`src/design/ppm_pkg.sv`:
```
// ----------------------------------------------------------------------------
// ppm_pkg: shared types and constants of the per-protocol traffic meter
// Field widths, protocol and frame-type codes, register indexes, the record
// that travels from the classifier to the counting engine, and the engine's
// state type.
// ----------------------------------------------------------------------------
package ppm_pkg;

    localparam int MAC_W      = 48;
    localparam int ETYPE_W    = 16;
    localparam int PROTO_W    = 8;
    localparam int LEN_W      = 16;
    localparam int TS_W       = 32;
    localparam int WIN_W      = 31;
    localparam int CNT_OUT_W  = 32;
    localparam int CFG_IDX_W  = 8;
    localparam int CFG_DATA_W = 48;

    // Slot 0 is the total, then one slot per reported protocol.
    localparam int SLOTS  = 4;
    localparam int SLOT_W = $clog2(SLOTS);

    localparam int QUEUE_DEPTH = 2;
    localparam int QPTR_W      = $clog2(QUEUE_DEPTH);
    localparam int QCNT_W      = $clog2(QUEUE_DEPTH + 1);

    localparam logic [LEN_W-1:0]   LINK_HDR_LEN  = 16'd14;
    localparam logic [ETYPE_W-1:0] ETYPE_IPV4    = 16'h0800;
    localparam logic [ETYPE_W-1:0] ETYPE_HI_MASK = 16'hFF00;
    localparam logic [ETYPE_W-1:0] ETYPE_IP_ALT  = 16'h1000;

    localparam logic [PROTO_W-1:0] PROTO_TOTAL = 8'd0;
    localparam logic [PROTO_W-1:0] PROTO_IPIP  = 8'd4;
    localparam logic [PROTO_W-1:0] PROTO_UDP   = 8'd17;
    localparam logic [PROTO_W-1:0] PROTO_TCP   = 8'd6;

    localparam logic [WIN_W-1:0] WINDOW_MS_RESET = 31'd300000;

    typedef enum logic [CFG_IDX_W-1:0] {
        CFG_TARGET_MAC = 8'd0,
        CFG_WINDOW_MS  = 8'd1
    } cfg_index_t;

    typedef enum logic {
        BK_RUN,
        BK_REPORT
    } back_state_t;

    // One classified frame: which directions it counts in, its extra slot
    // (zero when only the total applies), its clamped length and its time.
    typedef struct packed {
        logic              count_in;
        logic              count_out;
        logic [SLOT_W-1:0] slot;
        logic [LEN_W-1:0]  len;
        logic [TS_W-1:0]   ts;
    } ppm_rec_t;

    function automatic logic [PROTO_W-1:0] slot_proto(input logic [SLOT_W-1:0] slot);
        logic [PROTO_W-1:0] p;
        unique case (slot)
            2'd0:    p = PROTO_TOTAL;
            2'd1:    p = PROTO_IPIP;
            2'd2:    p = PROTO_UDP;
            default: p = PROTO_TCP;
        endcase
        return p;
    endfunction

endpackage

```
`src/design/ppm_in_if.sv`:
```
// ----------------------------------------------------------------------------
// ppm_in_if: frame header channel
// Valid/ready channel that carries one captured frame header per transfer.
// ----------------------------------------------------------------------------
interface ppm_in_if;
    logic        valid;
    logic        ready;
    logic [47:0] src_mac;
    logic [47:0] dst_mac;
    logic [15:0] ether_type;
    logic [7:0]  ip_proto;
    logic [15:0] ip_total_length;
    logic [15:0] capture_length;
    logic [31:0] timestamp_ms;

    modport source (
        output valid, src_mac, dst_mac, ether_type, ip_proto, ip_total_length,
               capture_length, timestamp_ms,
        input  ready
    );
    modport sink (
        input  valid, src_mac, dst_mac, ether_type, ip_proto, ip_total_length,
               capture_length, timestamp_ms,
        output ready
    );
endinterface

```
`src/design/ppm_out_if.sv`:
```
// ----------------------------------------------------------------------------
// ppm_out_if: report line channel
// Valid/ready channel that carries one report line per transfer.
// ----------------------------------------------------------------------------
interface ppm_out_if;
    logic        valid;
    logic        ready;
    logic [31:0] elapsed_ms;
    logic [7:0]  proto_number;
    logic [31:0] packets_in;
    logic [31:0] bytes_in;
    logic [31:0] packets_out;
    logic [31:0] bytes_out;
    logic        last_of_report;

    modport source (
        output valid, elapsed_ms, proto_number, packets_in, bytes_in, packets_out,
               bytes_out, last_of_report,
        input  ready
    );
    modport sink (
        input  valid, elapsed_ms, proto_number, packets_in, bytes_in, packets_out,
               bytes_out, last_of_report,
        output ready
    );
endinterface

```
`src/design/ppm_cfg_if.sv`:
```
// ----------------------------------------------------------------------------
// ppm_cfg_if: configuration write channel
// Valid/ready channel that carries a register index and its write data.
// ----------------------------------------------------------------------------
interface ppm_cfg_if;
    logic        valid;
    logic        ready;
    logic [7:0]  index;
    logic [47:0] data;

    modport source (
        output valid, index, data,
        input  ready
    );
    modport sink (
        input  valid, index, data,
        output ready
    );
endinterface

```
`src/design/ppm_front.sv`:
```
// ----------------------------------------------------------------------------
// ppm_front: frame classifier
// Drops short captures, recognizes IP frame types, clamps the IP length to
// the captured payload, matches both addresses and picks the protocol slot.
// ----------------------------------------------------------------------------
module ppm_front
    import ppm_pkg::*;
(
    ppm_in_if.sink           frame,
    input  logic [MAC_W-1:0] target_mac,
    input  logic             q_ready,
    output logic             q_push,
    output ppm_rec_t         q_rec
);

    logic             long_enough;
    logic             is_ip;
    logic [LEN_W-1:0] room;

    assign frame.ready = q_ready;
    assign long_enough = frame.capture_length >= LINK_HDR_LEN;
    assign room        = frame.capture_length - LINK_HDR_LEN;
    assign is_ip       = (frame.ether_type == ETYPE_IPV4)
                      || ((frame.ether_type & ETYPE_HI_MASK) == ETYPE_IP_ALT);

    // Short captures vanish here: they neither latch the window nor report.
    assign q_push = frame.valid && q_ready && long_enough;

    always_comb
    begin
        q_rec.count_in  = is_ip && (frame.src_mac == target_mac);
        q_rec.count_out = is_ip && (frame.dst_mac == target_mac);
        q_rec.len       = (frame.ip_total_length > room) ? room : frame.ip_total_length;
        q_rec.ts        = frame.timestamp_ms;
        case (frame.ip_proto)
            PROTO_IPIP: q_rec.slot = SLOT_W'(1);
            PROTO_UDP:  q_rec.slot = SLOT_W'(2);
            PROTO_TCP:  q_rec.slot = SLOT_W'(3);
            default:    q_rec.slot = '0;
        endcase
    end

endmodule

```
`src/design/ppm_queue.sv`:
```
// ----------------------------------------------------------------------------
// ppm_queue: record queue
// Short first-in first-out buffer of classified records between the
// classifier and the counting engine.
// ----------------------------------------------------------------------------
module ppm_queue
    import ppm_pkg::*;
(
    input  logic     clk,
    input  logic     rst_n,
    input  logic     push,
    input  ppm_rec_t push_rec,
    output logic     not_full,
    input  logic     pop,
    output logic     not_empty,
    output ppm_rec_t head_rec
);

    ppm_rec_t            store_reg [QUEUE_DEPTH];
    logic [QPTR_W-1:0]   wr_ptr_reg;
    logic [QPTR_W-1:0]   rd_ptr_reg;
    logic [QCNT_W-1:0]   count_reg;
    logic [QPTR_W-1:0]   wr_ptr_next;
    logic [QPTR_W-1:0]   rd_ptr_next;
    logic [QCNT_W-1:0]   count_next;
    logic                do_pop;

    assign not_full  = count_reg != QCNT_W'(QUEUE_DEPTH);
    assign not_empty = count_reg != '0;
    assign head_rec  = store_reg[rd_ptr_reg];
    assign do_pop    = pop && not_empty;

    always_comb
    begin
        wr_ptr_next = push   ? wr_ptr_reg + 1'b1 : wr_ptr_reg;
        rd_ptr_next = do_pop ? rd_ptr_reg + 1'b1 : rd_ptr_reg;
        count_next  = count_reg + QCNT_W'(push) - QCNT_W'(do_pop);
    end

    always_ff @(posedge clk or negedge rst_n)
    begin
        if (!rst_n)
        begin
            wr_ptr_reg <= '0;
            rd_ptr_reg <= '0;
            count_reg  <= '0;
        end
        else
        begin
            wr_ptr_reg <= wr_ptr_next;
            rd_ptr_reg <= rd_ptr_next;
            count_reg  <= count_next;
        end
    end

    always_ff @(posedge clk)
    begin
        if (push)
        begin
            store_reg[wr_ptr_reg] <= push_rec;
        end
    end

    a_no_overfill: assert property (@(posedge clk) disable iff (!rst_n)
        count_reg <= QCNT_W'(QUEUE_DEPTH))
        else $error("record queue holds more than its depth");

    a_count_tracks_ptrs: assert property (@(posedge clk) disable iff (!rst_n)
        (count_reg == '0 || count_reg == QCNT_W'(QUEUE_DEPTH)) |-> wr_ptr_reg == rd_ptr_reg)
        else $error("record queue pointers disagree with its fill count");

endmodule

```
`src/design/ppm_back.sv`:
```
// ----------------------------------------------------------------------------
// ppm_back: counting engine and report sequencer
// Latches the window start, bumps the per-slot counters, and when the window
// has run out sends four report lines through an output register and clears.
// ----------------------------------------------------------------------------
module ppm_back
    import ppm_pkg::*;
#(
    parameter int CNT_W = 32
)
(
    input  logic             clk,
    input  logic             rst_n,
    input  logic             rec_valid,
    input  ppm_rec_t         rec,
    output logic             rec_pop,
    input  logic [WIN_W-1:0] window_ms,
    ppm_out_if.source        report
);

    back_state_t        state_reg;
    back_state_t        state_next;
    logic [SLOT_W-1:0]  line_reg;
    logic [SLOT_W-1:0]  line_next;
    logic [TS_W-1:0]    start_reg;
    logic [TS_W-1:0]    start_next;
    logic [TS_W-1:0]    elapsed_reg;
    logic [CNT_W-1:0]   in_pk_reg   [SLOTS];
    logic [CNT_W-1:0]   in_by_reg   [SLOTS];
    logic [CNT_W-1:0]   out_pk_reg  [SLOTS];
    logic [CNT_W-1:0]   out_by_reg  [SLOTS];
    logic [CNT_W-1:0]   in_pk_next  [SLOTS];
    logic [CNT_W-1:0]   in_by_next  [SLOTS];
    logic [CNT_W-1:0]   out_pk_next [SLOTS];
    logic [CNT_W-1:0]   out_by_next [SLOTS];

    logic               out_valid_reg;
    logic [TS_W-1:0]    out_elapsed_reg;
    logic [PROTO_W-1:0] out_proto_reg;
    logic [CNT_OUT_W-1:0] out_in_pk_reg;
    logic [CNT_OUT_W-1:0] out_in_by_reg;
    logic [CNT_OUT_W-1:0] out_out_pk_reg;
    logic [CNT_OUT_W-1:0] out_out_by_reg;
    logic               out_last_reg;

    logic               take_rec;
    logic               load_line;
    logic               last_line;
    logic               clear_all;
    logic [TS_W-1:0]    start_eff;
    logic [TS_W-1:0]    elapsed;
    logic               window_done;

    // A start of zero means unset, so the current frame's time stands in.
    assign start_eff   = (start_reg == '0) ? rec.ts : start_reg;
    assign elapsed     = rec.ts - start_eff;
    assign window_done = elapsed >= {1'b0, window_ms};
    assign last_line   = line_reg == SLOT_W'(SLOTS - 1);

    // State machine outputs.
    always_comb
    begin
        rec_pop   = 1'b0;
        load_line = 1'b0;
        unique case (state_reg)
            BK_RUN:
            begin
                rec_pop = rec_valid;
            end
            BK_REPORT:
            begin
                load_line = !out_valid_reg || report.ready;
            end
            default:
            begin
                rec_pop = 1'b0;
            end
        endcase
    end

    assign take_rec  = rec_pop;
    assign clear_all = load_line && last_line;

    // State machine next state.
    always_comb
    begin
        state_next = state_reg;
        line_next  = line_reg;
        unique case (state_reg)
            BK_RUN:
            begin
                line_next = '0;
                if (take_rec && window_done)
                begin
                    state_next = BK_REPORT;
                end
            end
            BK_REPORT:
            begin
                if (load_line)
                begin
                    line_next = line_reg + 1'b1;
                    if (last_line)
                    begin
                        state_next = BK_RUN;
                    end
                end
            end
            default:
            begin
                state_next = BK_RUN;
            end
        endcase
    end

    always_comb
    begin
        start_next = start_reg;
        if (take_rec)
        begin
            start_next = start_eff;
        end
        if (clear_all)
        begin
            start_next = '0;
        end
    end

    always_comb
    begin
        for (int i = 0; i < SLOTS; i++)
        begin
            in_pk_next[i]  = in_pk_reg[i];
            in_by_next[i]  = in_by_reg[i];
            out_pk_next[i] = out_pk_reg[i];
            out_by_next[i] = out_by_reg[i];
            if (take_rec && (i == 0 || rec.slot == SLOT_W'(i)))
            begin
                if (rec.count_in)
                begin
                    in_pk_next[i] = in_pk_reg[i] + CNT_W'(1);
                    in_by_next[i] = in_by_reg[i] + CNT_W'(rec.len);
                end
                if (rec.count_out)
                begin
                    out_pk_next[i] = out_pk_reg[i] + CNT_W'(1);
                    out_by_next[i] = out_by_reg[i] + CNT_W'(rec.len);
                end
            end
            if (clear_all)
            begin
                in_pk_next[i]  = '0;
                in_by_next[i]  = '0;
                out_pk_next[i] = '0;
                out_by_next[i] = '0;
            end
        end
    end

    always_ff @(posedge clk or negedge rst_n)
    begin
        if (!rst_n)
        begin
            state_reg     <= BK_RUN;
            line_reg      <= '0;
            start_reg     <= '0;
            out_valid_reg <= 1'b0;
            for (int i = 0; i < SLOTS; i++)
            begin
                in_pk_reg[i]  <= '0;
                in_by_reg[i]  <= '0;
                out_pk_reg[i] <= '0;
                out_by_reg[i] <= '0;
            end
        end
        else
        begin
            state_reg <= state_next;
            line_reg  <= line_next;
            start_reg <= start_next;
            if (load_line)
            begin
                out_valid_reg <= 1'b1;
            end
            else if (report.ready)
            begin
                out_valid_reg <= 1'b0;
            end
            for (int i = 0; i < SLOTS; i++)
            begin
                in_pk_reg[i]  <= in_pk_next[i];
                in_by_reg[i]  <= in_by_next[i];
                out_pk_reg[i] <= out_pk_next[i];
                out_by_reg[i] <= out_by_next[i];
            end
        end
    end

    always_ff @(posedge clk)
    begin
        if (take_rec && window_done)
        begin
            elapsed_reg <= elapsed;
        end
        if (load_line)
        begin
            out_elapsed_reg <= elapsed_reg;
            out_proto_reg   <= slot_proto(line_reg);
            out_in_pk_reg   <= CNT_OUT_W'(in_pk_reg[line_reg]);
            out_in_by_reg   <= CNT_OUT_W'(in_by_reg[line_reg]);
            out_out_pk_reg  <= CNT_OUT_W'(out_pk_reg[line_reg]);
            out_out_by_reg  <= CNT_OUT_W'(out_by_reg[line_reg]);
            out_last_reg    <= last_line;
        end
    end

    assign report.valid          = out_valid_reg;
    assign report.elapsed_ms     = out_elapsed_reg;
    assign report.proto_number   = out_proto_reg;
    assign report.packets_in     = out_in_pk_reg;
    assign report.bytes_in       = out_in_by_reg;
    assign report.packets_out    = out_out_pk_reg;
    assign report.bytes_out      = out_out_by_reg;
    assign report.last_of_report = out_last_reg;

    a_clear_after_report: assert property (@(posedge clk) disable iff (!rst_n)
        clear_all |=> (start_reg == '0 && in_pk_reg[0] == '0 && out_pk_reg[0] == '0))
        else $error("state not cleared after the last report line");

    a_last_is_tcp: assert property (@(posedge clk) disable iff (!rst_n)
        (out_valid_reg && out_last_reg) |-> out_proto_reg == PROTO_TCP)
        else $error("final report line carries the wrong protocol");

    a_idle_line_zero: assert property (@(posedge clk) disable iff (!rst_n)
        state_reg == BK_RUN |-> (line_reg == '0 && !load_line))
        else $error("report sequencer active outside a report");

    a_report_blocks_pop: assert property (@(posedge clk) disable iff (!rst_n)
        (take_rec && window_done) |=> (state_reg == BK_REPORT && !rec_pop))
        else $error("record taken while a report is pending");

endmodule

```
`src/design/per_protocol_traffic_meter_top.sv`:
```
// ----------------------------------------------------------------------------
// per_protocol_traffic_meter_top: per-protocol traffic meter
// Counts the IP packets and bytes one station sends and receives, in total and
// for protocols 4, 17 and 6, and reports them once per time window.
// ----------------------------------------------------------------------------
// Throughput: one frame header per cycle while the record queue has room; a frame
//   closing a window holds the engine for four report lines (longer under output
//   backpressure), while the two-entry queue takes two frames and the input stalls.
// Report path: record queue, engine state register, report output register; then one
//   line per cycle while the sink is ready.
// Reset: asynchronous rst_n clears counters and window start, target_mac to 0 and
//   window_ms to 300000. No clearing pass is needed.
module per_protocol_traffic_meter_top
    import ppm_pkg::*;
#(
    parameter int COUNTER_BITS = 32
)
(
    input  logic      clk,
    input  logic      rst_n,
    ppm_in_if.sink    frame,
    ppm_out_if.source report,
    ppm_cfg_if.sink   cfg
);

    // Configuration registers. The block never refuses a write; the user must issue
    // writes only while no frame is in flight; the block does not enforce this.
    logic [MAC_W-1:0] target_mac_reg;
    logic [MAC_W-1:0] target_mac_next;
    logic [WIN_W-1:0] window_ms_reg;
    logic [WIN_W-1:0] window_ms_next;
    logic             cfg_write;

    // Front-to-back record path.
    logic     q_push;
    ppm_rec_t q_push_rec;
    logic     q_not_full;
    logic     q_pop;
    logic     q_not_empty;
    ppm_rec_t q_head_rec;

    assign cfg.ready = 1'b1;
    assign cfg_write = cfg.valid && cfg.ready;

    // Writes to an index beyond the register list are accepted and dropped.
    always_comb
    begin
        target_mac_next = target_mac_reg;
        window_ms_next  = window_ms_reg;
        if (cfg_write)
        begin
            unique case (cfg.index)
                CFG_TARGET_MAC: target_mac_next = cfg.data[MAC_W-1:0];
                CFG_WINDOW_MS:  window_ms_next  = cfg.data[WIN_W-1:0];
                default:        target_mac_next = target_mac_reg;
            endcase
        end
    end

    always_ff @(posedge clk or negedge rst_n)
    begin
        if (!rst_n)
        begin
            target_mac_reg <= '0;
            window_ms_reg  <= WINDOW_MS_RESET;
        end
        else
        begin
            target_mac_reg <= target_mac_next;
            window_ms_reg  <= window_ms_next;
        end
    end

    // The classifier turns each accepted header into a compact record. Frames
    // with a capture shorter than the link header never enter the queue.
    ppm_front u_front (
        .frame      (frame),
        .target_mac (target_mac_reg),
        .q_ready    (q_not_full),
        .q_push     (q_push),
        .q_rec      (q_push_rec)
    );

    // The queue lets the classifier keep accepting transfers, until it is full,
    // while the counting engine is busy sending a report.
    ppm_queue u_queue (
        .clk       (clk),
        .rst_n     (rst_n),
        .push      (q_push),
        .push_rec  (q_push_rec),
        .not_full  (q_not_full),
        .pop       (q_pop),
        .not_empty (q_not_empty),
        .head_rec  (q_head_rec)
    );

    // The counting engine owns all metering state and the report output
    // register; the result side stalls the engine, and the classifier once the queue is full.
    ppm_back #(
        .CNT_W (COUNTER_BITS)
    ) u_back (
        .clk       (clk),
        .rst_n     (rst_n),
        .rec_valid (q_not_empty),
        .rec       (q_head_rec),
        .rec_pop   (q_pop),
        .window_ms (window_ms_reg),
        .report    (report)
    );

endmodule
```
`src/flat_wrapper.sv`:
```
// flat-port wrapper written by rule: the top's interface ports become plain ports
module per_protocol_traffic_meter_top_flat import ppm_pkg::*;
#(
    parameter int COUNTER_BITS = 32
)
  (clk, rst_n, frame_valid, frame_src_mac, frame_dst_mac, frame_ether_type, frame_ip_proto, frame_ip_total_length, frame_capture_length, frame_timestamp_ms, frame_ready, report_valid, report_elapsed_ms, report_proto_number, report_packets_in, report_bytes_in, report_packets_out, report_bytes_out, report_last_of_report, report_ready, cfg_valid, cfg_index, cfg_data, cfg_ready);
  ppm_in_if frame_i ();
  ppm_out_if report_i ();
  ppm_cfg_if cfg_i ();
  input  logic clk;
  input  logic rst_n;
  input wire logic [$bits(frame_i.valid)-1:0] frame_valid;
  input wire logic [$bits(frame_i.src_mac)-1:0] frame_src_mac;
  input wire logic [$bits(frame_i.dst_mac)-1:0] frame_dst_mac;
  input wire logic [$bits(frame_i.ether_type)-1:0] frame_ether_type;
  input wire logic [$bits(frame_i.ip_proto)-1:0] frame_ip_proto;
  input wire logic [$bits(frame_i.ip_total_length)-1:0] frame_ip_total_length;
  input wire logic [$bits(frame_i.capture_length)-1:0] frame_capture_length;
  input wire logic [$bits(frame_i.timestamp_ms)-1:0] frame_timestamp_ms;
  output wire logic [$bits(frame_i.ready)-1:0] frame_ready;
  output wire logic [$bits(report_i.valid)-1:0] report_valid;
  output wire logic [$bits(report_i.elapsed_ms)-1:0] report_elapsed_ms;
  output wire logic [$bits(report_i.proto_number)-1:0] report_proto_number;
  output wire logic [$bits(report_i.packets_in)-1:0] report_packets_in;
  output wire logic [$bits(report_i.bytes_in)-1:0] report_bytes_in;
  output wire logic [$bits(report_i.packets_out)-1:0] report_packets_out;
  output wire logic [$bits(report_i.bytes_out)-1:0] report_bytes_out;
  output wire logic [$bits(report_i.last_of_report)-1:0] report_last_of_report;
  input wire logic [$bits(report_i.ready)-1:0] report_ready;
  input wire logic [$bits(cfg_i.valid)-1:0] cfg_valid;
  input wire logic [$bits(cfg_i.index)-1:0] cfg_index;
  input wire logic [$bits(cfg_i.data)-1:0] cfg_data;
  output wire logic [$bits(cfg_i.ready)-1:0] cfg_ready;
  assign frame_i.valid = frame_valid;
  assign frame_i.src_mac = frame_src_mac;
  assign frame_i.dst_mac = frame_dst_mac;
  assign frame_i.ether_type = frame_ether_type;
  assign frame_i.ip_proto = frame_ip_proto;
  assign frame_i.ip_total_length = frame_ip_total_length;
  assign frame_i.capture_length = frame_capture_length;
  assign frame_i.timestamp_ms = frame_timestamp_ms;
  assign frame_ready = frame_i.ready;
  assign report_valid = report_i.valid;
  assign report_elapsed_ms = report_i.elapsed_ms;
  assign report_proto_number = report_i.proto_number;
  assign report_packets_in = report_i.packets_in;
  assign report_bytes_in = report_i.bytes_in;
  assign report_packets_out = report_i.packets_out;
  assign report_bytes_out = report_i.bytes_out;
  assign report_last_of_report = report_i.last_of_report;
  assign report_i.ready = report_ready;
  assign cfg_i.valid = cfg_valid;
  assign cfg_i.index = cfg_index;
  assign cfg_i.data = cfg_data;
  assign cfg_ready = cfg_i.ready;
  per_protocol_traffic_meter_top #(.COUNTER_BITS(COUNTER_BITS)) u_core (.clk(clk), .rst_n(rst_n), .frame(frame_i), .report(report_i), .cfg(cfg_i));
endmodule
```
`config.mk`:
```
export PLATFORM = sky130hd
export DESIGN_NAME = per_protocol_traffic_meter_top_flat
export DESIGN_NICKNAME = d
export VERILOG_FILES = /design/src/design/ppm_pkg.sv /design/src/design/ppm_in_if.sv /design/src/design/ppm_out_if.sv /design/src/design/ppm_cfg_if.sv /design/src/design/ppm_front.sv /design/src/design/ppm_queue.sv /design/src/design/ppm_back.sv /design/src/design/per_protocol_traffic_meter_top.sv /design/src/flat_wrapper.sv
export SDC_FILE = /design/constraint.sdc
export NUM_CORES = 2
export LEC_CHECK = 0
export ABC_AREA = 1
export BUFFER_PORTS_ARGS = -buffer_cell sky130_fd_sc_hd__buf_2
export CORE_MARGIN = 8
export CORE_UTILIZATION = 35
export CTS_BUF_LIST = sky130_fd_sc_hd__clkbuf_16
export CTS_CLUSTER_SIZE = 25
export DETAILED_ROUTE_END_ITERATION = 10
export HOLD_SLACK_MARGIN = 0.08
export PLACE_DENSITY_LB_ADDON = 0.12
export SYNTH_ARGS = -nofsm -noshare
export SYNTH_HDL_FRONTEND = slang
export SYNTH_SLANG_ARGS = --single-unit
export TNS_END_PERCENT = 1
```
`constraint.sdc`:
```
create_clock -name clk -period 5.1 [get_ports clk]
set_clock_uncertainty 0.05 [all_clocks]
set_input_delay 1.275 -clock clk [delete_from_list [all_inputs] [get_ports clk]]
set_output_delay 1.275 -clock clk [all_outputs]
set_load 0.05 [all_outputs]
```
==> flow_summary.json <==
{
  "status": "finished clean",
  "p_comb_share_pct": 50.8,
  "setup_viol": 0,
  "rows": 144,
  "grt.total_usage_pct": 21.7,
  "hp-class": "reg2reg",
  "vdd_drop_max_v": 0.000379,
  "gp_congestion": 0.898,
  "dp_cells": 8973,
  "leakage_nw": 27.3,
  "antenna_found_initial": 26,
  "postRouteAntennaNets": 0,
  "via_per_inst": 5.22,
  "grt_pass1_vias": 46930,
  "core_area_sq_um": 153000,
  "p_switching_w": 0.0205,
  "timing_hold_violations_final": 0,
  "netlist_area_sq_um": 53800,
  "worstSetupEndpoint": "u_core.u_back.elapsed_reg[1]$_DFFE_PP_",
  "cp.depth": 36,
  "drive_gt1_share_pct": 11.9,
  "critPathSlowestCell": "dfrtp_1",
  "die_w_um": 408,
  "worstSetupPathType": "reg2reg",
  "synth_seq_cells": 930,
  "cp-startpoint": "u_core.u_back.start_reg[24]$_DFFE_PN0P_",
  "p_total_w": 0.0427,
  "io_pins": 417,
  "io_buffers": 411,
  "pwr-share-seq_pct": 30.0,
  "final_cells": 9196,
  "cts_sinks": 930,
  "grt_start_max_net_pins": 187,
  "start_util_pct": 35.1,
  "critPathLaunchType": "register",
  "cts_buffers": 111,
  "grt_busiest_layer": "met2",
  "synth-edff-count": 299,
  "grt.met3_usage_pct": 3.79,
  "avgSynthCellArea_sq_um": 8.13,
  "cts_max_level": 3,
  "die_h_um": 408,
  "grt_pass1_wl_um": 286000,
  "worstMarginPinSlew_ns": 1.11,
  "r2r_setup_slack_ns": 0.45,
  "drv_slew": 0,
  "reg2reg_depth": 36,
  "final_common_cell": "nand2_1",
  "rr_endpoint": "u_core.u_back.elapsed_reg[1]$_DFFE_PP_",
  "grt_overflow_total": 0,
  "firstDrtPassIters": 7,
  "grtUsageMet2_pct": 35.1,
  "clockRootBuffer": "clkbuf_16",
  "drc_errors": 0,
  "clkLatencyLatePin_ns": 0.72,
  "path_max_fanout": 7,
  "ctsHoldBuffers": 0,
  "wl_per_cell_um": 20.4,
  "yosysSeqAreaShare_pct": 46.0,
  "synthFlopType": "dfrtp_1",
  "clkPwrFrac_pct": 19.2,
  "powerDensity_nw_per_um2": 683,
  "critical_path_arrival_ns": 5.03,
  "final_util_pct": 40.8,
  "clk_pin_slew_ns": 0.06,
  "finalCriticalPeriod_ns": 4.65,
  "slew-limit-headroom_pct": 24.8,
  "cts_tree": "built",
  "final_nets": 7516,
  "swShare_pct": 48.1,
  "synthDistinctLibCells": 68,
  "path_buf_inv": 6,
  "area_delta_synth_final_pct": 16.1,
  "wl_um": 188000,
  "whs_ns": 0.382,
  "critPathMostFrequentCell": "nand2_1",
  "netlist_instances": 6619,
  "max_stage_delay_ns": 0.37,
  "dieArea_sq_um": 167000,
  "drt_iter0_markers": 3658,
  "timing.rr.start": "u_core.u_back.start_reg[24]$_DFFE_PN0P_",
  "vias": 48025,
  "max_cap_violations": 0,
  "max_freq_mhz": 215,
  "crit_family": "simple AND/OR/NAND/NOR gates",
  "ys_async_sr_fraction_pct": 67.8,
  "synth_warnings": 0,
  "intPower_w": 0.0222,
  "dp_hpwl_um": 141000,
  "final_cell_mix": "nand2_1 (1347), inv_1 (736), a21oi_1 (661)",
  "clk_path_buf_depth": 3,
  "rsz0062_at_grt": "no",
  "setup_tns_ns": 0,
  "use_met1_pct": 29.8,
  "cp.required_ns": 5.48,
  "cp-end-kind": "register",
  "fin_crit_sh_pct": 91.2
}
## Yosys cell counts (112+ instances only)
cell	number	share of area [%]
o21ai_0	631	5.9
edfxtp_1	299	17
a21oi_1	661	6.1
nand2_1	1348	9.4
clkbuf_1	178	1.2
ha_1	216	5.0
nor3_1	188	1.7
nand4_1	112	1.3
dfrtp_1	623	29
nand3_1	185	1.7
inv_1	720	5.0
nor2_1	565	3.9
## cells by family (layout without fill, tap and decap cells)
logic type / count (synthesis) / count (layout) / share of synthesized area [%]
adders and majority gates: 225 / 225 / 5.36
AOI/OAI and AO/OA: 1641 / 1641 / 16.7
DFF: 930 / 930 / 46.0
other: 2 / 16 / 0.0140
muxes: 14 / 14 / 0.291
and+or+nand+nor: 2640 / 2640 / 21.4
xor gates and xnor gates: 213 / 213 / 3.47
buffers and inverters: 954 / 1473 / 6.76
## how the worst min path moves through the flow
stage                                                       start  slack, ns                                            end  cells after the start
final                     u_core.u_back.elapsed_reg[24]$_DFFE_PP_       0.38  u_core.u_back.report.elapsed_ms[24]$_DFFE_PP_                      0
after global routing      u_core.u_back.elapsed_reg[24]$_DFFE_PP_       0.40  u_core.u_back.report.elapsed_ms[24]$_DFFE_PP_                      0
after CTS                 u_core.u_back.elapsed_reg[24]$_DFFE_PP_       0.39  u_core.u_back.report.elapsed_ms[24]$_DFFE_PP_                      0
after detailed placement  u_core.u_back.elapsed_reg[27]$_DFFE_PP_       0.35  u_core.u_back.report.elapsed_ms[27]$_DFFE_PP_                      0
after global placement     u_core.u_back.elapsed_reg[0]$_DFFE_PP_       0.38   u_core.u_back.report.elapsed_ms[0]$_DFFE_PP_                      0
after floorplan            u_core.u_back.elapsed_reg[0]$_DFFE_PP_       0.35   u_core.u_back.report.elapsed_ms[0]$_DFFE_PP_                      0
## area by class of cell
class                           count  area [sq um]
Antenna cell                       11          27.5
Multi-Input combinational cell   4738         25500
Clock inverter                     90           788
Sequential cell                   930         24800
Tap cell                         2044          2560
Clock buffer                      118          2950
Timing Repair Buffer              525          3070
Inverter                          740          2800
Fill cell                       15630         90800
## metal layers
| metal | wire length [um] | share of wire (%) | vias to the layer above |
|---|---|---|---|
| li1 | - | - | 23465 |
| met1 | 85200 | 45 | 22921 |
| met2 | 86100 | 46 | 1331 |
| met3 | 10800 | 5.8 | 276 |
| met4 | 5600 | 3.0 | 32 |
| met5 | 188 | 0.10 | - |
## power by group through the flow
| stage | logic (W) | registers [W] | clock network, W |
|---|---|---|---|
| finish | 0.0217 | 0.0128 | 0.00821 |
| floorplan | 0.0126 | 0.0144 | 0 |
| global placement | 0.0214 | 0.0129 | 0 |
| global route | 0.0241 | 0.0131 | 0.00872 |
| detailed placement | 0.0215 | 0.0129 | 0 |
| CTS | 0.0217 | 0.0128 | 0.00844 |
## per-stage QoR
stage	instance area [sq um]	setup WS [ns]
6_report	62500	0.448
5_1_grt	62500	0.00683
4_1_cts	62400	0.193
3_5_place_dp	58600	0.183
3_3_place_gp	58600	0.186
2_1_floorplan	53800	-0.504
## what timing repair did
item / CTS / global route
buffers inserted: 0 / 2
resized for setup: 0 / 18
endpoints found under the hold margin: 0 / 0
endpoints found under the setup margin: 0 / 32
(Power assumes the default switching activity.)
